==> src/rtl/core/tmse_pkg.sv <==
// Shared types, constants and the CORDIC arctangent table of the secular evaluator.
// Depends on nothing; used by every module of the block.
package tmse_pkg;

    localparam int PHASE_W     = 32;
    localparam int CORDIC_W    = 34;
    localparam int QUEUE_DEPTH = 4;
    localparam int QUEUE_PTR_W = 2;
    localparam int QUEUE_CNT_W = 3;
    localparam int CFG_IDX_W   = 3;

    localparam logic signed [CORDIC_W-1:0] GAIN_Q30 = 34'sd652032874;

    typedef enum logic [CFG_IDX_W-1:0] {
        CFG_RATIO_ONE = 3'd0,
        CFG_RATIO_TWO = 3'd1,
        CFG_RATE_ONE  = 3'd2,
        CFG_RATE_TWO  = 3'd3,
        CFG_AMP_X_ONE = 3'd4,
        CFG_AMP_Y_ONE = 3'd5,
        CFG_AMP_X_TWO = 3'd6,
        CFG_AMP_Y_TWO = 3'd7
    } t_cfg_reg;

    // Folded phase of both modes: residual angle and the half-turn flag.
    typedef struct packed {
        logic               flip_one;
        logic [PHASE_W-1:0] z_one;
        logic               flip_two;
        logic [PHASE_W-1:0] z_two;
    } t_phase_word;

    function automatic logic [PHASE_W-1:0] atan_turn(input logic [4:0] k);
        logic [PHASE_W-1:0] v;
        unique case (k)
            5'd0:  v = 32'd536870912;
            5'd1:  v = 32'd316933406;
            5'd2:  v = 32'd167458907;
            5'd3:  v = 32'd85004756;
            5'd4:  v = 32'd42667331;
            5'd5:  v = 32'd21354465;
            5'd6:  v = 32'd10679838;
            5'd7:  v = 32'd5340245;
            5'd8:  v = 32'd2670163;
            5'd9:  v = 32'd1335087;
            5'd10: v = 32'd667544;
            5'd11: v = 32'd333772;
            5'd12: v = 32'd166886;
            5'd13: v = 32'd83443;
            5'd14: v = 32'd41722;
            5'd15: v = 32'd20861;
            5'd16: v = 32'd10430;
            5'd17: v = 32'd5215;
            5'd18: v = 32'd2608;
            5'd19: v = 32'd1304;
            5'd20: v = 32'd652;
            5'd21: v = 32'd326;
            5'd22: v = 32'd163;
            5'd23: v = 32'd81;
            5'd24: v = 32'd41;
            5'd25: v = 32'd20;
            5'd26: v = 32'd10;
            5'd27: v = 32'd5;
            5'd28: v = 32'd3;
            5'd29: v = 32'd1;
            5'd30: v = 32'd1;
            default: v = 32'd0;
        endcase
        return v;
    endfunction

endpackage

==> src/rtl/core/tmse_front.sv <==
// Front end: accepts time words, forms both mode phases and folds their quadrants.
// Depends on tmse_pkg; feeds tmse_queue.
module tmse_front (
    input  logic                       i_clk,
    input  logic                       i_rst_n,
    input  logic                       i_valid,
    output logic                       o_stall,
    input  logic [31:0]                i_time_value,
    input  logic [31:0]                i_rate_one,
    input  logic [31:0]                i_rate_two,
    input  logic                       i_full,
    output logic                       o_push,
    output tmse_pkg::t_phase_word      o_word
);

    logic        r_valid;
    logic [31:0] r_ph_one;
    logic [31:0] r_ph_two;
    logic        w_adv;
    logic        w_flip_one;
    logic        w_flip_two;

    assign o_stall = r_valid && i_full;
    assign o_push  = r_valid && !i_full;
    assign w_adv   = !o_stall;

    always_ff @(posedge i_clk) begin
        if (!i_rst_n) begin
            r_valid <= 1'b0;
        end else if (w_adv) begin
            r_valid <= i_valid;
        end
    end

    // Only the low 32 bits of the product matter: the phase wraps each turn.
    always_ff @(posedge i_clk) begin
        if (w_adv && i_valid) begin
            r_ph_one <= 32'(i_rate_one * i_time_value);
            r_ph_two <= 32'(i_rate_two * i_time_value);
        end
    end

    // Phases in the second and third quarter turn move by half a turn.
    assign w_flip_one = r_ph_one[31] ^ r_ph_one[30];
    assign w_flip_two = r_ph_two[31] ^ r_ph_two[30];

    always_comb begin
        o_word.flip_one = w_flip_one;
        o_word.z_one    = {r_ph_one[31] ^ w_flip_one, r_ph_one[30:0]};
        o_word.flip_two = w_flip_two;
        o_word.z_two    = {r_ph_two[31] ^ w_flip_two, r_ph_two[30:0]};
    end

endmodule

==> config.mk <==
export PLATFORM = sky130hd
export DESIGN_NAME = tmse_front
export DESIGN_NICKNAME = d
export VERILOG_FILES = /design/src/rtl/core/tmse_pkg.sv /design/src/rtl/core/tmse_front.sv
export SDC_FILE = /design/constraint.sdc
export NUM_CORES = 2
export LEC_CHECK = 0
export BUFFER_PORTS_ARGS = -buffer_cell sky130_fd_sc_hd__buf_4
export CAP_MARGIN = 10
export CORE_UTILIZATION = 45
export CTS_CLUSTER_SIZE = 24
export DETAILED_ROUTE_END_ITERATION = 6
export GPL_TIMING_DRIVEN = 0
export MAX_ROUTING_LAYER = met4
export PLACE_DENSITY = 0.73
export SYNTH_ARGS = -nofsm -noshare
export SYNTH_HDL_FRONTEND = slang
export SYNTH_SLANG_ARGS = --single-unit
==> constraint.sdc <==
create_clock -name i_clk -period 7.1 [get_ports i_clk]
set_clock_uncertainty 0.2 [all_clocks]
set_input_delay 0.355 -clock i_clk [delete_from_list [all_inputs] [get_ports i_clk]]
set_output_delay 0.355 -clock i_clk [all_outputs]
set_load 0.05 [all_outputs]
# Yosys cells after proc, flatten, opt, wreduce, memory -nomap -nowiden
# Index checks and enable logic that the tools add are counted.
word_totals:
  reg_bits: 65
  input_bits: 100
  output_inout_bits: 68
  wordCells: 14
classes:
  mul: 2
  bitwise_logic: 4
  n_reduce_logical: 5
op_table:
  columns: ["operator", "n"]
  rows:
  - ["$mul 32x32->32", 2]
  - ["$xor 1x1->1", 4]
  - ["$logic_and 1x1->1", 3]
  - ["$logic_not 1->1", 2]

# Logic depth before layout (Yosys ltp)
logic_depth:
  depth_word: 3
  mapped_depth: 29
  mapped_depth_nobuf: 27

# Worst setup path after synthesis
# No wires, ideal clock.
synth_timing:
  kind: "input port to flip-flop"
  start: "in i_rate_one[12]"
  end: "reg r_ph_one[30], data pin"
  setup_ns: 0.262
  t_arrival_ns: 6.669
  required_time_ns: 6.638
  slack_ns: -0.031
  path_stages: 26
  path_buffers: 2
  path_cell_list: "clkbuf_1 clkbuf_1 nand2_1 fa_1 fa_1 inv_1 fa_1 inv_1 fa_1 fa_1 inv_1 fa_1 inv_1 fa_1 fa_1 inv_1 ha_1 a22o_1 nor3_1 o31a_1 nor3b_1 o31a_1 a21oi_2 a211oi_2 o21ai_1 xor2_1"
synth_between:
  elab_chain_len: 1
synth_rtl:
  columns: ["item", "line_no", "text"]
  rows:
  - ["start, declared", "tmse_front.sv:9", "input logic [31:0] i_rate_one,"]
  - ["$mul 32x32->32", "tmse_front.sv:38", "r_ph_one <= 32'(i_rate_one * i_time_value);"]
  - ["end signal, assigned", "tmse_front.sv:38", null]
  - ["end, declared", "tmse_front.sv:17", "logic [31:0] r_ph_one;"]
# Every way passes these cells.
# A chain may end at the register's enable or synchronous reset.

# Final worst setup path
layout_timing:
  start: "in i_rate_two[6]"
  end: "reg r_ph_two[31], data pin"
layout_between:
  elab_chain_len: 1
layout_rtl:
  columns: ["item", "line_no", "text"]
  rows:
  - ["start, declared", "tmse_front.sv:10", "input logic [31:0] i_rate_two,"]
  - ["$mul 32x32->32", "tmse_front.sv:39", "r_ph_two <= 32'(i_rate_two * i_time_value);"]
  - ["end signal, assigned", "tmse_front.sv:39", null]
  - ["end, declared", "tmse_front.sv:18", "logic [31:0] r_ph_two;"]
# Every way passes these cells.

==> flow_summary.toml <==
[clock_network]
clk_path_buf_depth = 2
worstSkewPairLatency_ns = 0.38
clk_transition_reported_paths_ns = 0.07
clock_tree_from_tritoncts = "done"
numCtsBuffers = 9
h-tree-depth = 3
clk_root_buffer_cell = "clkbuf_16"
cts.sink_count = 65

[synth]
synth_area_leaders = "fa_1 (48%), and2_1 (9.8%), ha_1 (9.1%)"
mappedNetlistArea_mm2 = 0.0339
async_flop_share_pct = 0
netlist_top_cells_count = "fa_1 (816), inv_1 (816), nand2_1 (539)"
synth_enable_flop_cells = 64
synth-warning-count = 0
synth_nets = 4824
post-synth-top-area-fraction_pct = 48.3
synthesis.area_per_instance_um2 = 9.24
number_of_different_library_cells_in_the_post_synthesis_netlist = 52
synth_largest_area_cell = "fa_1"
ys_ff_latch = 65
ys_seq_area_share_pct = 5.74
yosys_most_used_dff = "edfxtp_1"
syn_inst = 3662

[finish]
post_route_cells_drive_above_1_share_pct = 12.4
seqCellArea_mm2 = 0.00194
area_of_all_placed_cells_without_fillers_mm2 = 0.0380
layout.nets = 5001
fillers = 6861
syn_to_final_growth_pct = 12.2
multi_input_comb_area_mm2 = 0.0280

[placement]
place_congestion = 1.08
placement.io_buffers = 150
placedInstanceArea_mm2 = 0.0363
detailed_place_hpwl_um = 95600

[detailed_routing]
detail_route.first_pass.iterations = 6
drt_iter0_markers = 2323
detail-route-antenna-nets = 0
post_drt_wl_per_cell_um = 24.1
wirelength_met1_um = 44900
post-route-drc-count = 0
routed-wl-met2_um = 50000
detailed_route_via_count = 26000
wl_met3_um = 14900
dr.max_layer_used = "met4"
post_drt_via_cell_ratio = 5.37
route.final.wire_length_um = 117000

[timing]
tightestPinTransition_ns = 1.31
achievable-frequency_mhz = 143
hold_ws_ns = 0.253
crit_share_post_route_pct = 98.5
setup_viol_count_final = 0
max_slew_margin_pct = 12.9
post-route-min-period_ns = 7.00
timing.final.max_slew_violations = 0
rsz_0062_raised_after_global_routing = "yes"
timing.final.hold_violations = 0

[critical_path]
cp.required_ns = 7.04
cpMostUsedCell = "fa_1"
endpoint_type_of_the_worst_setup_path = "register"
worst_setup_path_start_kind = "input port"
cp_slowest_stage_delay_ns = 0.68
worst_path_max_delay_cell = "fa_1"
cp_max_fo = 10
timing_worst_setup_path_type = "input port to register"
cp_cell_sequence = "buf_4 > clkbuf_2 > nand2_1 > fa_1 > inv_1 > fa_1 > inv_1 > fa_1 > inv_1 > fa_1 > inv_1 > fa_1 > fa_1 > fa_1 > inv_1 > fa_1 > xnor2_1 > xnor2_1 > xnor2_1 > xnor2_1 > xnor2_1 > xnor2_1 > xnor2_2 > xnor2_1"
worst_ep_arrival_time_ns = 6.94

[die]
core_area_mm2 = 0.0744
floorplan.io_pins = 168
die_width_um = 276
die_height_um = 276
initial_utilization_pct = 45.5
floorplan.die_area_mm2 = 0.0763
row_count = 100

[global_routing]
grt_pass1_wl_um = 174000
grtUsageTotal_pct = 32.4
globalRoute.totalOverflow = 0
grt_antenna_before_repair = 17
first_global_vias = 27600
grt_start_max_net_pins = 32

[worst_hold_path]
worst_hold_path_type = "input port to register"

[job]
max_cap_violations = 0

[run_status]
status = "completed"
-- metrics by stage --
stage | util, % | worst slack [ns] | std cells | setup TNS [ns]
global route | 51.0 | -0.0495 | 4829 | -0.229
finish | 51.0 | 0.103 | 4835 | 0
detailed placement | 48.7 | -1.85 | 4783 | -41.23
CTS | 50.1 | 0.00152 | 4791 | 0
global placement | 48.6 | -1.77 | 4781 | -39.00
floorplan | - | 0.0227 | 3662 | 0
-- critical path: cells and delay by family --
kind	cells	cell delay, ns
XOR/XNOR	8	1.44
adder cells (fa/ha/maj)	8	4.09
buffers and inverters	7	0.90
AND/OR/NAND/NOR	1	0.13
-- placed cells by master, fill, tap and decap left out, types with 36 or more instances in the layout --
master / synthesis / final
edfxtp_1: 64 / 64
xnor2_1: 137 / 135
inv_1: 816 / 813
nand2_1: 539 / 539
ha_1: 246 / 237
clkbuf_2: 0 / 43
buf_4: 64 / 249
and2_1: 533 / 531
xor2_1: 36 / 36
fa_1: 816 / 800
-- path summary, 6_finish.rpt --
check | from | to | slack [ns] | depth (start not counted)
worst max-delay path | i_rate_two[6] | r_ph_two[31] | 0.10 | 24
worst min-delay path | i_time_value[0] | r_ph_one[0] | 0.25 | 2
worst max register to register | r_valid | r_ph_two[21] | 5.06 | 4
worst min register to register | r_valid | r_ph_one[24] | 0.70 | 2
-- kinds of logic after synthesis --
family	synth area share, %
AO/OA/AOI/OAI	2.96
XOR/XNOR	4.48
adder cells (fa/ha/maj)	57.3
buffers and inverters	12.6
flip-flops	5.74
AND/OR/NAND/NOR	16.8
-- layer usage --
| layer | global-route usage (%) | vias to the layer above |
|---|---|---|
| li1 | - | 10900 |
| met1 | 41.9 | 13300 |
| met2 | 46.5 | 1483 |
| met3 | 8.99 | 323 |
| met4 | 16.2 | 0 |
| met5 | - | - |
-- state kept, by name, summed over array words and instances (netlist names) --
signal and count:
r_ph_two 32, r_ph_one 32, r_valid 1
-- area by class of cell --
class                           instances  share of cell area, %
Clock buffer                            9                  0.593
Sequential cell                        65                   5.11
Timing Repair Buffer                  187                   3.95
Inverter                              816                   8.06
Antenna cell                           22                  0.145
Buffer                                237                   5.24
Clock inverter                          7                 0.0988
Multi-Input combinational cell       2523                   73.6
Tap cell                              969                   3.19
-- repair_timing --
item | 4_1_cts | 5_1_grt
gates cloned | 0 | 3
pin swaps | 5 | 62
resized for setup | 242 | 222
endpoints found under the setup margin | 34 | 19
hold endpoints to repair | 1 | 0
buffers inserted | 5 | 25
hold buffers | 2 | 0
Power is left out: the tool's default activity adds up to more than one toggle a clock period on the data nets, which glitch-free logic cannot reach.
