## config.mk

```make
export PLATFORM = sky130hd
export DESIGN_NAME = tmse_queue
export DESIGN_NICKNAME = d
export VERILOG_FILES = /design/src/rtl/core/tmse_pkg.sv /design/src/rtl/core/tmse_queue.sv
export SDC_FILE = /design/constraint.sdc
export NUM_CORES = 1
export LEC_CHECK = 0
export BUFFER_PORTS_ARGS = -buffer_cell sky130_fd_sc_hd__buf_4
export CORE_UTILIZATION = 50
export DETAILED_ROUTE_END_ITERATION = 7
export GPL_TIMING_DRIVEN = 0
export HOLD_SLACK_MARGIN = 0.12
export PLACE_DENSITY_LB_ADDON = 0.05
export SYNTH_ARGS = -nofsm -noshare
export SYNTH_HDL_FRONTEND = slang
export SYNTH_SLANG_ARGS = --single-unit
```

## constraint.sdc

```tcl
create_clock -name i_clk -period 8.5 [get_ports i_clk]
set_clock_uncertainty 0.1 [all_clocks]
set_input_delay 1.275 -clock i_clk [delete_from_list [all_inputs] [get_ports i_clk]]
set_output_delay 1.275 -clock i_clk [all_outputs]
set_load 0.02 [all_outputs]
```

## src/rtl/core/tmse_pkg.sv

```systemverilog
// Shared types, constants and the CORDIC arctangent table of the secular evaluator.
// Depends on nothing; used by every module of the block.
package tmse_pkg;

    localparam int PHASE_W     = 32;
    localparam int CORDIC_W    = 34;
    localparam int QUEUE_DEPTH = 4;
    localparam int QUEUE_PTR_W = 2;
    localparam int QUEUE_CNT_W = 3;
    localparam int CFG_IDX_W   = 3;

    localparam logic signed [CORDIC_W-1:0] GAIN_Q30 = 34'sd652032874;

    typedef enum logic [CFG_IDX_W-1:0] {
        CFG_RATIO_ONE = 3'd0,
        CFG_RATIO_TWO = 3'd1,
        CFG_RATE_ONE  = 3'd2,
        CFG_RATE_TWO  = 3'd3,
        CFG_AMP_X_ONE = 3'd4,
        CFG_AMP_Y_ONE = 3'd5,
        CFG_AMP_X_TWO = 3'd6,
        CFG_AMP_Y_TWO = 3'd7
    } t_cfg_reg;

    // Folded phase of both modes: residual angle and the half-turn flag.
    typedef struct packed {
        logic               flip_one;
        logic [PHASE_W-1:0] z_one;
        logic               flip_two;
        logic [PHASE_W-1:0] z_two;
    } t_phase_word;

    function automatic logic [PHASE_W-1:0] atan_turn(input logic [4:0] k);
        logic [PHASE_W-1:0] v;
        unique case (k)
            5'd0:  v = 32'd536870912;
            5'd1:  v = 32'd316933406;
            5'd2:  v = 32'd167458907;
            5'd3:  v = 32'd85004756;
            5'd4:  v = 32'd42667331;
            5'd5:  v = 32'd21354465;
            5'd6:  v = 32'd10679838;
            5'd7:  v = 32'd5340245;
            5'd8:  v = 32'd2670163;
            5'd9:  v = 32'd1335087;
            5'd10: v = 32'd667544;
            5'd11: v = 32'd333772;
            5'd12: v = 32'd166886;
            5'd13: v = 32'd83443;
            5'd14: v = 32'd41722;
            5'd15: v = 32'd20861;
            5'd16: v = 32'd10430;
            5'd17: v = 32'd5215;
            5'd18: v = 32'd2608;
            5'd19: v = 32'd1304;
            5'd20: v = 32'd652;
            5'd21: v = 32'd326;
            5'd22: v = 32'd163;
            5'd23: v = 32'd81;
            5'd24: v = 32'd41;
            5'd25: v = 32'd20;
            5'd26: v = 32'd10;
            5'd27: v = 32'd5;
            5'd28: v = 32'd3;
            5'd29: v = 32'd1;
            5'd30: v = 32'd1;
            default: v = 32'd0;
        endcase
        return v;
    endfunction

endpackage

```

## src/rtl/core/tmse_queue.sv

```systemverilog
// Short queue that parts the front end from the evaluation pipeline.
// Depends on tmse_pkg.
module tmse_queue (
    input  logic                  i_clk,
    input  logic                  i_rst_n,
    input  logic                  i_push,
    input  tmse_pkg::t_phase_word i_word,
    output logic                  o_full,
    input  logic                  i_pop,
    output logic                  o_empty,
    output tmse_pkg::t_phase_word o_word
);

    tmse_pkg::t_phase_word r_mem [tmse_pkg::QUEUE_DEPTH];
    logic [tmse_pkg::QUEUE_PTR_W-1:0] r_wr;
    logic [tmse_pkg::QUEUE_PTR_W-1:0] r_rd;
    logic [tmse_pkg::QUEUE_CNT_W-1:0] r_cnt;
    logic w_push;
    logic w_pop;

    assign o_full  = (r_cnt == tmse_pkg::QUEUE_CNT_W'(tmse_pkg::QUEUE_DEPTH));
    assign o_empty = (r_cnt == '0);
    assign w_push  = i_push && !o_full;
    assign w_pop   = i_pop && !o_empty;
    assign o_word  = r_mem[r_rd];

    always_ff @(posedge i_clk) begin
        if (!i_rst_n) begin
            r_wr  <= '0;
            r_rd  <= '0;
            r_cnt <= '0;
        end else begin
            if (w_push) begin
                r_wr <= r_wr + 1'b1;
            end
            if (w_pop) begin
                r_rd <= r_rd + 1'b1;
            end
            if (w_push && !w_pop) begin
                r_cnt <= r_cnt + 1'b1;
            end else if (w_pop && !w_push) begin
                r_cnt <= r_cnt - 1'b1;
            end
        end
    end

    always_ff @(posedge i_clk) begin
        if (w_push) begin
            r_mem[r_wr] <= i_word;
        end
    end

endmodule

```

Word-level counts from Yosys, hierarchy flattened
Memories as Yosys holds them, arrays and structs flattened. A register that Yosys moved wholly into a read port is not among the register bits.
Index checks and enable logic that the tools add are counted.
- reductions and logical operators: 10
- add/sub/neg operators: 4
- eq/ne operators: 1
- multiplexer cells: 6
- operator list (cell ; number):
    2-to-1 mux 3 bit ; 2
    adder 2 x 1 -> 2 bit, second input constant ; 2
    logical AND 1 bit ; 4
    logical NOT 1 bit ; 4
    2-to-1 mux 2 bit ; 2
    adder 3 x 1 -> 3 bit, second input constant ; 1
    == test 3 bit, second input constant ; 1
    logical NOT 3 bit ; 1
    subtractor 3 x 1 -> 3 bit, second input constant ; 1
    2-to-1 mux 1 bit ; 2
    nonzero test 2 bit ; 1
- output and inout port bits: 68
- memories: 1
- bits in writable memories: 264
- bits of input ports: 70
- flip-flop bits (word level): 7
- memory list (memory ; depth ; bits a word ; rd ports ; clocked after memory_dff ; wr ports ; RTL line ; source):
    r_mem ; 4 ; 66 ; 1 ; 1 ; 1 ; tmse_queue.sv:14 ; tmse_pkg::t_phase_word r_mem [tmse_pkg::QUEUE_DEPTH];

Logic depth before layout (Yosys ltp)
Gate-level depths: netlist of run 1.
- depth in word-level cells: 7
- depth in mapped cells: 9
- gate-level depth less buffers: 8

Worst setup path after synthesis of run 1
No wires, ideal clock.
- path kind: in2reg
- from: input i_push
- to: memory r_mem[0][0] (netlist bit), enable pin
- path slack: 4.853 ns
- cell stages on the path: 3
- setup time: 0.431 ns
- arrival time: 3.115 ns
- path buffers: 1
- path through: nor2b_1 buf_2 and2_1
- longest elaborated chain between the ends: 3
- RTL lines (what ; RTL line ; source):
    start, declared ; tmse_queue.sv:6 ; input logic i_push,
    logical AND 1 bit ; tmse_queue.sv:23 ; assign w_push = i_push && !o_full;
    via w_push ; tmse_queue.sv:18 ; logic w_push;
    2-to-1 mux 1 bit ; tmse_queue.sv:48 ; if (w_push) begin
    2-to-1 mux 1 bit (not written as such) ; tmse_queue.sv:49 ; r_mem[r_wr] <= i_word;
    end, declared ; tmse_queue.sv:14 ;
The timed path passes the listed nets, and every way through them passes these cells.

==> run metrics, run 1 <==
outcome=finished, final reports clean; largest cells by area after synthesis=edfxtp_1 79%, mux4_2 15%, dfxtp_1 1.8%; required time of the critical path=7120 ps; number of levels the H-tree was split into=1; combinational group share of total power=27.4%; Horiz. Die Dim=143 um; number of resized instances in the post-cts repair step=0; setup repair after global routing missed its margin=false; aggregate global-route resource usage=17.3%; average cell area after synthesis=25.5 um^2; share of the synthesized area in the top cell type=79.3%; standby leakage power=4.17 nW; share of the synthesized netlist area taken by xor and xnor gates=0.350%; element type at the critical path start=register; Longest Clk Path Bufs=3; ratio of cells with drive above 1 in the final layout=45.9%; Sink Count=273; number of nets in the synthesized netlist=468; number of iterations in the first detailed-routing pass=4; I/O pin total=138; DIE AREA=0.0206 mm^2; clock tree root buffer cell=clkbuf_16; post-CTS repair timing setup buffer count=0; crit path kind=reg -> out; row cnt=51; maximum capacitance violations=0; Pins Over Slew Limit=0; number of remaining DRC errors=0; share of the synthesized area in compound gates (AO/OA/AOI/OAI)=0.338%; vias in the first global route=4833; pwr/cell area=314 mW/mm^2; worst path bufs/invs=3; worst relative slew slack=54.0%; fin cells=847; class of the worst hold path=reg -> reg; net total in the final layout=637; initial antenna violation count=0; final count of hold timing violations=0; Inst Count DP=797; layout-stage area growth over the synthesis result=23.1%; unique cell type count in the Yosys netlist=23; critical path peak fanout=10; VDD IR-drop max=0.192 mV; setup TNS after final layout=0 ps; IO Port Bufs=136; cell count after synthesis=392; proportion of synthesized chip area in sequential cells=81.1%; share of power burned in the clock network=29.2%; sequential power share=43.4%; routability cong.=0.743; Die H=143 um; slew at the pin closest to its max-slew limit=689 ps; total detailed-routing wirelength=17200 um; vias after detailed routing=4489; number of setup violations in the final report=0; Simple-Gate Fraction of Synth Area=1.01%; cell area after layout=0.0123 mm^2; gate family responsible for the most delay along the worst path=buffers and inverters; global route overflow=0; count of state elements after synthesis=273; count of antenna diodes in the layout=0; mux share of post-synthesis cell area=15.2%; detailed placement HPWL=10100 um; Core Region=0.0195 mm^2; global-route wire length before repair=26000 um; pin count of the biggest net entering global routing=39; cell type contributing the most total cell area after synthesis=edfxtp_1; initial DRC count=146; Max stage delay cell, worst path=mux4_2; delay of the slowest cell on the worst path=530 ps; most frequent cell on the critical path=buf_6; crit path cell chain=buf_6 > buf_6 > mux4_2 > buf_4; internal power=2.80 mW; CTS Buf Count=27; Max Fclk=0.296 GHz; main combinational cell family by area after synthesis=multiplexers; arrival time at the worst endpoint=2010 ps; synth warn=0; Initial Util=51.2%; capturing element type of the critical path=primary output; net switching component of the power=1.06 mW; number of hold buffers added after cts=0; post-route fraction of the period consumed by the critical path=39.8%; later-pin clock latency in the skew report=520 ps; Synth Area in Adders=0.826%; post-layout min period=3380 ps; number of nets with antenna violations after routing=0; instance area at placement=0.0115 mm^2; Post-Synthesis Cell Area=0.0100 mm^2; ratio of routed vias to standard cells=5.30; Reg clk slew, reported paths=60 ps; fraction of power spent switching nets=27.4%; mean routed wirelength per cell=20.3 um; CTS tree=yes
## registers in the layout (all words and copies together), names as in the netlist, named ones only
| register | cells |
|---|---|
| r_rd | 2 |
| r_mem | 264 |
| r_cnt | 3 |
| r_wr | 2 |
## path summary, 6_finish.rpt
check	start	endpoint	slack, ps	cells past startpoint
max	register	o_word[40]	5120	4
min	r_wr[1]$_SDFFE_PN0P_	r_wr[1]$_SDFFE_PN0P_	410	2
max reg2reg	r_cnt[0]$_SDFFE_PN0P_	r_cnt[2]$_SDFFE_PN0P_	6020	9
min reg2reg	r_wr[1]$_SDFFE_PN0P_	r_wr[1]$_SDFFE_PN0P_	410	2
## worst register-to-register path: cells and delay by family, from the launching register on
kind | cells | cell delay [ps]
buffers and inverters | 2 | 280
and+or+nand+nor | 3 | 530
AOI/OAI and AO/OA | 1 | 200
DFF | 1 | 510
adders and majority gates | 2 | 600
xor gates and xnor gates | 1 | 180
## power by group through the flow
stage                     Combinational (mW)  Sequential [mW]  Clock [mW]
after CTS                               1.09             1.67        1.15
final                                   1.06             1.67        1.13
after global routing                    1.14             1.69        1.20
after detailed placement                1.08             1.70           0
after global placement                  1.06             1.71           0
after floorplan                        0.681             1.70           0
## cell usage after synthesis
cell type and number:
clkbuf_1 3, o311ai_1 1, buf_4 2, and2_1 8, dfxtp_1 9, nor3_1 1, xor2_1 1, edfxtp_1 264
o21ai_0 1, a21boi_0 1, xnor2_1 3, mux2i_1 3, buf_6 5, nand2_1 4, nor2b_1 2, or3_1 1
fa_1 1, nor3b_2 1, o31ai_2 1, mux4_2 66, buf_2 6, ha_1 5, inv_1 3
## per-layer routing
layer / vias up / routed length, um / global-route usage, %
li1: 2011 / - / -
met4: 0 / 350 / 5.15
met2: 113 / 8710 / 30.0
met1: 2342 / 7050 / 21.6
met5: - / 0 / 0
met3: 23 / 1070 / 4.10
## stage by stage
step | worst slack, ps | utilization, % | hold WS [ps] | power (mW)
detailed placement | 5270 | 58.6 | 405 | 2.79
CTS | 5050 | 63.0 | 413 | 3.92
global placement | 3420 | 58.1 | 374 | 2.77
finish | 5120 | 63.0 | 410 | 3.86
floorplan | 4850 | - | 368 | 2.38
global route | 5010 | 63.0 | 430 | 4.02
## placed cells by master, fill, tap and decap left out, drive strengths merged
master / count
a21boi: 1
and2: 8
buf: 153
bufinv: 1
clkbuf: 40
clkinv: 10
clkinvlp: 1
dfxtp: 9
edfxtp: 264
fa: 1
ha: 5
inv: 4
mux2i: 3
mux4: 66
nand2: 4
nor2b: 2
nor3: 1
nor3b: 1
o21ai: 1
o311ai: 1
o31ai: 1
or3: 1
xnor2: 3
xor2: 1
## cells by family (layout without fill, tap and decap cells)
group,Yosys count,in the layout
buffers and inverters,19,209
adder cells (fa/ha/maj),6,6
flip-flops,273,273
AND/OR/NAND/NOR,17,17
multiplexers,69,69
AO/OA/AOI/OAI,4,4
XOR/XNOR,4,4
## final cells by class
type | count | area (um^2)
clock inverters | 13 | 92.6
repair buffers | 140 | 1110
fillers | 1420 | 7220
well taps | 265 | 332
plain buffers | 16 | 113
multi-input cells | 100 | 1780
flip-flops and latches | 273 | 8110
clock buffers | 37 | 763
inverters | 3 | 11.3
Power figures use the tool's default switching activity.
==> inputs of run 2 (changes only) <==
==> constraint.sdc (replaced) <==
create_clock -name i_clk -period 3.05 [get_ports i_clk]
set_clock_uncertainty 0.1 [all_clocks]
set_input_delay 0.4575 -clock i_clk [delete_from_list [all_inputs] [get_ports i_clk]]
set_output_delay 0.4575 -clock i_clk [all_outputs]
set_load 0.02 [all_outputs]
==> run 2 against run 1 <==
First-iteration DRC count up 22%. Critical path depth did not move. Highest routed layer unchanged. Setup slack got worse by 4600 ps. Largest power group unchanged. Sequential share of layout area decreased by 3.4 points. Clock power grew to 2.8 times the previous value. Flip-flop and latch count unchanged. Die area unchanged. Utilization is 3.4 points higher. Final area is 5.4% higher. Non-clock buffer count grew 66. Power grew to 2.8 times the previous value. Critical endpoint is now o_word[22]. Register-to-register slack worse by 5400 ps.
==> run metrics, run 2 (same netlist as run 1, synthesis figures left out) <==
vias after detailed routing=4725 (+5.3%); post-route fraction of the period consumed by the critical path=84.5%; element type at the critical path start=register; class of the worst hold path=in -> reg; Sink Count=273 (unchanged); capturing element type of the critical path=primary output; CTS Buf Count=27 (unchanged); worst hold slack=246 ps (-163 ps); Longest Clk Path Bufs=3 (unchanged); post-layout min period=2580 ps; initial DRC count=178 (+22%); ratio of cells with drive above 1 in the final layout=41.2% (-4.7 points); VDD IR-drop max=0.534 mV (+180%); Setup WS post-layout=472 ps (-4650 ps); post-CTS repair timing setup buffer count=0 (unchanged); final count of hold timing violations=0 (unchanged); worst hold path depth=3 (+1); Horiz. Die Dim=143 um (unchanged); outcome=finished, final reports clean; Pins Over Slew Limit=0 (unchanged); row cnt=51 (unchanged); DIE AREA=0.0206 mm^2 (unchanged); Initial Util=51.2% (unchanged); most used cells in the layout excluding fill and tap cells=264 x edfxtp_1, 138 x buf_4, 66 x mux4_2, 66 x dlygate4sd3_1, 27 x clkbuf_16; count of antenna diodes in the layout=0 (unchanged); later-pin clock latency in the skew report=520 ps (about the same); clock tree root buffer cell=clkbuf_16; arrival time at the worst endpoint=2020 ps (about the same); critical path peak fanout=10 (unchanged); detailed placement HPWL=10100 um (unchanged); setup repair after global routing missed its margin=false; IO Port Bufs=136 (unchanged); aggregate global-route resource usage=17.9% (+0.63 points); Core Region=0.0195 mm^2 (unchanged); overall power of the completed layout=10.8 mW (+180%); maximum capacitance violations=0 (unchanged); mean routed wirelength per cell=19.4 um (-4.5%); number of nets with antenna violations after routing=0 (unchanged); Max Fclk=0.388 GHz; number of remaining DRC errors=0 (unchanged); CTS tree=yes; routability cong.=0.743 (unchanged); global route overflow=0 (unchanged); number of setup violations in the final report=0 (unchanged); most common cell after layout, fill and taps aside=edfxtp_1; Reg clk slew, reported paths=60 ps (about the same); slew at the pin closest to its max-slew limit=687 ps (-2.19 ps); largest registers in the final layout=r_mem: 264 flops, r_cnt: 3 flops; required time of the critical path=2490 ps (-4630 ps); pin count of the biggest net entering global routing=39 (unchanged); number of iterations in the first detailed-routing pass=4 (unchanged); Worst Reg-to-Reg Cells=9 (unchanged); worst relative slew slack=54.2% (+0.15 points); Detail Route met2 WL=9100 um (+4.5%); number of resized instances in the post-cts repair step=0 (unchanged); crit path kind=reg -> out; total detailed-routing wirelength=17700 um (+3.0%); global-route wire length before repair=27100 um (+4.4%); DR top layer=met4; number of flip-flops in the largest register=264 (unchanged); standby leakage power=4.45 nW (+6.6%); register with the most flip-flops=r_mem; Die H=143 um (unchanged); net total in the final layout=703 (+10%); pwr/cell area=835 mW/mm^2 (+170%); I/O pin total=138 (unchanged); layout-stage area growth over the synthesis result=29.7%; ratio of routed vias to standard cells=5.18 (-2.4%); dpl ws=586 ps (-4680 ps); metal1 wirelength=7300 um (+3.6%); number of levels the H-tree was split into=1 (unchanged); vias in the first global route=5131 (+6.2%); initial antenna violation count=0 (unchanged); met3 wirelength from detailed routing=978 um (-8.9%)
run 2: timing repair:
item | 4_1_cts | 5_1_grt
setup endpoints to repair | 0 | 0
hold buffers | 66 | 0
endpoints found under the hold margin | 264 | 0
run 2: final timing paths:
kind | start | end | slack, ps
worst max-delay path | register | o_word[22] | 470
worst min-delay path | i_rst_n | r_wr[0]$_SDFFE_PN0P_ | 250
worst max register to register | r_cnt[0]$_SDFFE_PN0P_ | r_cnt[2]$_SDFFE_PN0P_ | 570
worst min register to register | r_wr[1]$_SDFFE_PN0P_ | r_wr[1]$_SDFFE_PN0P_ | 410
run 2: where the power goes:
group | switching (mW) | internal, mW | leakage (nW) | total (mW)
clock network | 1.31 | 1.83 | 0.425 | 3.14
registers | 0.110 | 4.55 | 2.49 | 4.66
logic | 1.55 | 1.48 | 1.53 | 3.03
total | 2.97 | 7.86 | 4.45 | 10.8
run 2: stage by stage:
| step | cells | area, um^2 | setup TNS [ps] | util, % |
|---|---|---|---|---|
| global placement | 793 | 11400 | -322040 | 58.1 |
| floorplan | 392 | 10000 | 0 | - |
| finish | 913 | 13000 | 0 | 66.4 |
| detailed placement | 797 | 11500 | 0 | 58.6 |
| CTS | 913 | 13000 | 0 | 66.4 |
| global route | 913 | 13000 | 0 | 66.4 |
run 2: layer usage:
layer | GRT usage, % | vias to the layer above
met3 | 3.73 | 21
li1 | - | 2143
met1 | 22.4 | 2446
met4 | 4.82 | 0
met5 | 0 | -
met2 | 31.7 | 115
run 2: cell type report:
class                   instances  area (um^2)
inverters                       3         11.3
flip-flops and latches        273         8110
repair buffers                206         1770
well taps                     265          332
multi-input cells             100         1780
plain buffers                  16          113
fillers                      1369         6560
clock buffers                  37          763
clock inverters                13         92.6
run 2: worst max-delay path: stages (launching register included):
cell,delay [ps]
dfxtp_1,360
buf_6,210
buf_6,210
mux4_2,530
buf_4,180
==> inputs of run 3 (changes only) <==
--- a/config.mk
+++ b/config.mk
@@ -5,6 +5,7 @@
 export SDC_FILE = /design/constraint.sdc
 export NUM_CORES = 1
 export LEC_CHECK = 0
+export ABC_AREA = 1
 export BUFFER_PORTS_ARGS = -buffer_cell sky130_fd_sc_hd__buf_4
 export CORE_UTILIZATION = 50
 export DETAILED_ROUTE_END_ITERATION = 7
==> constraint.sdc (replaced) <==
create_clock -name i_clk -period 2.48 [get_ports i_clk]
set_clock_uncertainty 0.1 [all_clocks]
set_input_delay 0.372 -clock i_clk [delete_from_list [all_inputs] [get_ports i_clk]]
set_output_delay 0.372 -clock i_clk [all_outputs]
set_load 0.02 [all_outputs]
==> run 3 against run 2 <==
Global-route usage increased by 4.4 points. Routed wire length rose by 39%. Via count is 43% higher. Utilization increased by 0.92 points. Final cell count grew 37%. Flip-flop and latch count stayed put. Worst hold slack improved by 170 ps. Clock power rose by 32%. Final area rose by 9.8%. Clock-buffer cell count down 3. Highest routed layer unchanged.
==> run metrics, run 3 <==
initial DRC count=346 (+94%); maximum capacitance violations=0 (unchanged); ratio of routed vias to standard cells=5.38 (+4.0%); Horiz. Die Dim=149 um (+4.2%); IO Port Bufs=137 (+0.74%); share of the synthesized area in the top cell type=72.9% (-6.3 points); detailed placement HPWL=15100 um (+49%); vias in the first global route=7007 (+37%); setup repair after global routing missed its margin=true; most used cells in the layout excluding fill and tap cells=264 x edfxtp_1, 141 x buf_4, 111 x o21ai_0; initial antenna violation count=0 (unchanged); total detailed-routing wirelength=24600 um (+39%); library cell with the highest instance count after synthesis=edfxtp_1; Max Fclk=0.414 GHz; Die H=149 um (+4.2%); delay of the slowest cell on the worst path=360 ps (-170 ps); pin count of the biggest net entering global routing=28 (-28%); post-layout min period=2410 ps; worst relative slew slack=46.7% (-7.5 points); most common cell after layout, fill and taps aside=edfxtp_1; global route overflow=0 (unchanged); Initial Util=51.4% (+0.16 points); internal power=10.0 mW (+27%); number of iterations in the first detailed-routing pass=5 (+1); number of synthesized flops with an enable pin=264 (unchanged); Pins Over Slew Limit=0 (unchanged); most frequent cell on the critical path=buf_12; later-pin clock latency in the skew report=530 ps (about the same); unique cell type count in the Yosys netlist=25 (+8.7%); arrival time at the worst endpoint=1940 ps (-80 ps); DIE AREA=0.0223 mm^2 (+8.6%); class of the worst hold path=reg -> reg; Sink Count=273 (unchanged); largest registers in the final layout=r_mem: 264 flops, r_cnt: 3 flops; standby leakage power=5.08 nW (+14%); dpl ws=80.2 ps (-506 ps); mean routed wirelength per cell=19.6 um (+1.4%); final core utilization=67.3% (+0.92 points); Inst Count DP=1130 (+42%); fraction of power spent switching nets=31.8% (+4.4 points); sequential power share=39.2% (-3.8 points); element type at the critical path start=register; CTS tree=yes; fin cells=1254 (+37%); VDD IR-drop max=0.609 mV (+14%); slew at the pin closest to its max-slew limit=798 ps (+111 ps); share of power burned in the clock network=28.3% (-0.7 points); row cnt=53 (+3.9%); crit path cell chain=buf_8 > inv_6 > buf_12 > buf_12 > nor2_2 > o22ai_1 > buf_4; outcome=finished, final reports clean; average cell area after synthesis=15.4 um^2 (-40%); clock tree root buffer cell=clkbuf_16; count of state elements after synthesis=273 (unchanged); number of flip-flops in the largest register=264 (unchanged); capturing element type of the critical path=primary output; critical path peak fanout=10 (unchanged); Async SR Flop Fraction=0% (unchanged); Setup WS post-layout=66.8 ps (-405 ps); layout-stage area growth over the synthesis result=31.0%; pwr/cell area=1030 mW/mm^2 (+23%); CTS Buf Count=28 (+3.7%); Post-Synthesis Cell Area=0.0109 mm^2 (+8.7%); list of most frequent post-synthesis cells=264 x edfxtp_1, 119 x o21ai_0, 100 x nor2_1; cell type contributing the most total cell area after synthesis=edfxtp_1; required time of the critical path=2010 ps (-480 ps); number of remaining DRC errors=0 (unchanged); combinational group share of total power=32.5% (+4.5 points); worst hold slack=416 ps (+169 ps); number of nets with antenna violations after routing=0 (unchanged); post-route fraction of the period consumed by the critical path=97.3%; proportion of synthesized chip area in sequential cells=74.6% (-6.5 points); number of setup violations in the final report=0 (unchanged); net switching component of the power=4.67 mW (+58%); leading register cell type out of synthesis=edfxtp_1; global-route wire length before repair=37400 um (+38%); Reg clk slew, reported paths=60 ps (about the same); cell count after synthesis=708 (+81%); number of levels the H-tree was split into=1 (unchanged); Core Region=0.0212 mm^2 (+8.3%); register with the most flip-flops=r_mem; aggregate global-route resource usage=22.3% (+4.4 points); net total in the final layout=1034 (+47%); count of antenna diodes in the layout=0 (unchanged); I/O pin total=138 (unchanged); Max stage delay cell, worst path=dfxtp_4; final count of hold timing violations=0 (unchanged); worst path bufs/invs=5 (+2); Longest Clk Path Bufs=3 (unchanged); vias after detailed routing=6750 (+43%); number of nets in the synthesized netlist=784 (+68%); gate family responsible for the most delay along the worst path=buffers and inverters; synth warn=0 (unchanged); largest cells by area after synthesis=edfxtp_1 73%, o21ai_0 5.5%, o22ai_2 4.6%; crit path kind=reg -> out; routability cong.=0.761 (+2.5%); ratio of cells with drive above 1 in the final layout=33.6% (-7.6 points)
run 3: cell types whose count changed in the layout (fill, tap and decap cells not counted), sizes merged, moves of 14 or more:
cell    previous run  this run
o21ai              1       133
mux4              66         0
clkbuf            40        56
nor2               0       146
buf              153       170
o22ai              0        66
inv                4        18
run 3: per-stage QoR:
stage	area [um^2]	TNS (ps)	total power, mW
after global routing	14200	0	15.3
after CTS	14200	-8.18	14.7
after detailed placement	12500	0	10.4
final	14200	0	14.7
after global placement	12300	-528810	10.2
after floorplan	10900	-123500	8.55
run 3: power groups by stage:
stage	combinational (mW)	sequential (mW)	clock, mW
6_report	4.77	5.75	4.16
2_1_floorplan	2.71	5.83	0
5_1_grt	5.11	5.78	4.42
3_3_place_gp	4.34	5.88	0
4_1_cts	4.73	5.76	4.23
3_5_place_dp	4.57	5.85	0
run 3: area by class of cell:
cell class              instances  area [um^2]
inverters                      18         72.6
well taps                     275          344
clock buffers                  34          744
clock inverters                17          175
flip-flops and latches        273         8110
plain buffers                  42          365
fillers                      1493         6910
repair buffers                220         1980
multi-input cells             375         2450
run 3: cell families (layout without fill, tap and decap cells):
family,count (synthesis),after routing,share of synthesized area [%]
DFF,273,273,74.6
AOI/OAI and AO/OA,202,202,12.5
and+or+nand+nor,166,166,8.71
buffers and inverters,60,331,3.35
adders and majority gates,6,6,0.760
xor gates and xnor gates,1,1,0.0806
run 3: final timing paths:
check,end,cells past startpoint,from,slack (ps)
max,o_word[60],7,register,70
min,r_rd[0]$_SDFFE_PN0P_,2,r_rd[0]$_SDFFE_PN0P_,420
max reg2reg,r_cnt[1]$_SDFFE_PN0P_,9,r_cnt[0]$_SDFFE_PN0P_,190
min reg2reg,r_rd[0]$_SDFFE_PN0P_,2,r_rd[0]$_SDFFE_PN0P_,420
run 3: layer usage:
metal / vias to the layer above / routed length, um / global-route usage, %
li1: 3159 / - / -
met1: 3352 / 10100 / 28.6
met2: 209 / 12600 / 39.3
met3: 30 / 1510 / 3.66
met4: 0 / 401 / 6.02
met5: - / 0 / 0
run 3: repair_timing:
item / in CTS / in global routing
endpoints found under the hold margin: 273 / 0
resized for setup: 26 / 32
pin swaps: 2 / 2
endpoints found under the setup margin: 66 / 73
hold buffers: 70 / 0
setup buffers: 0 / 3
run 3: tightest hold or removal path, stage by stage, from the launching register on:
cell	delay (ps)
dfxtp_1	320
nand2_1	80
a21oi_1	60
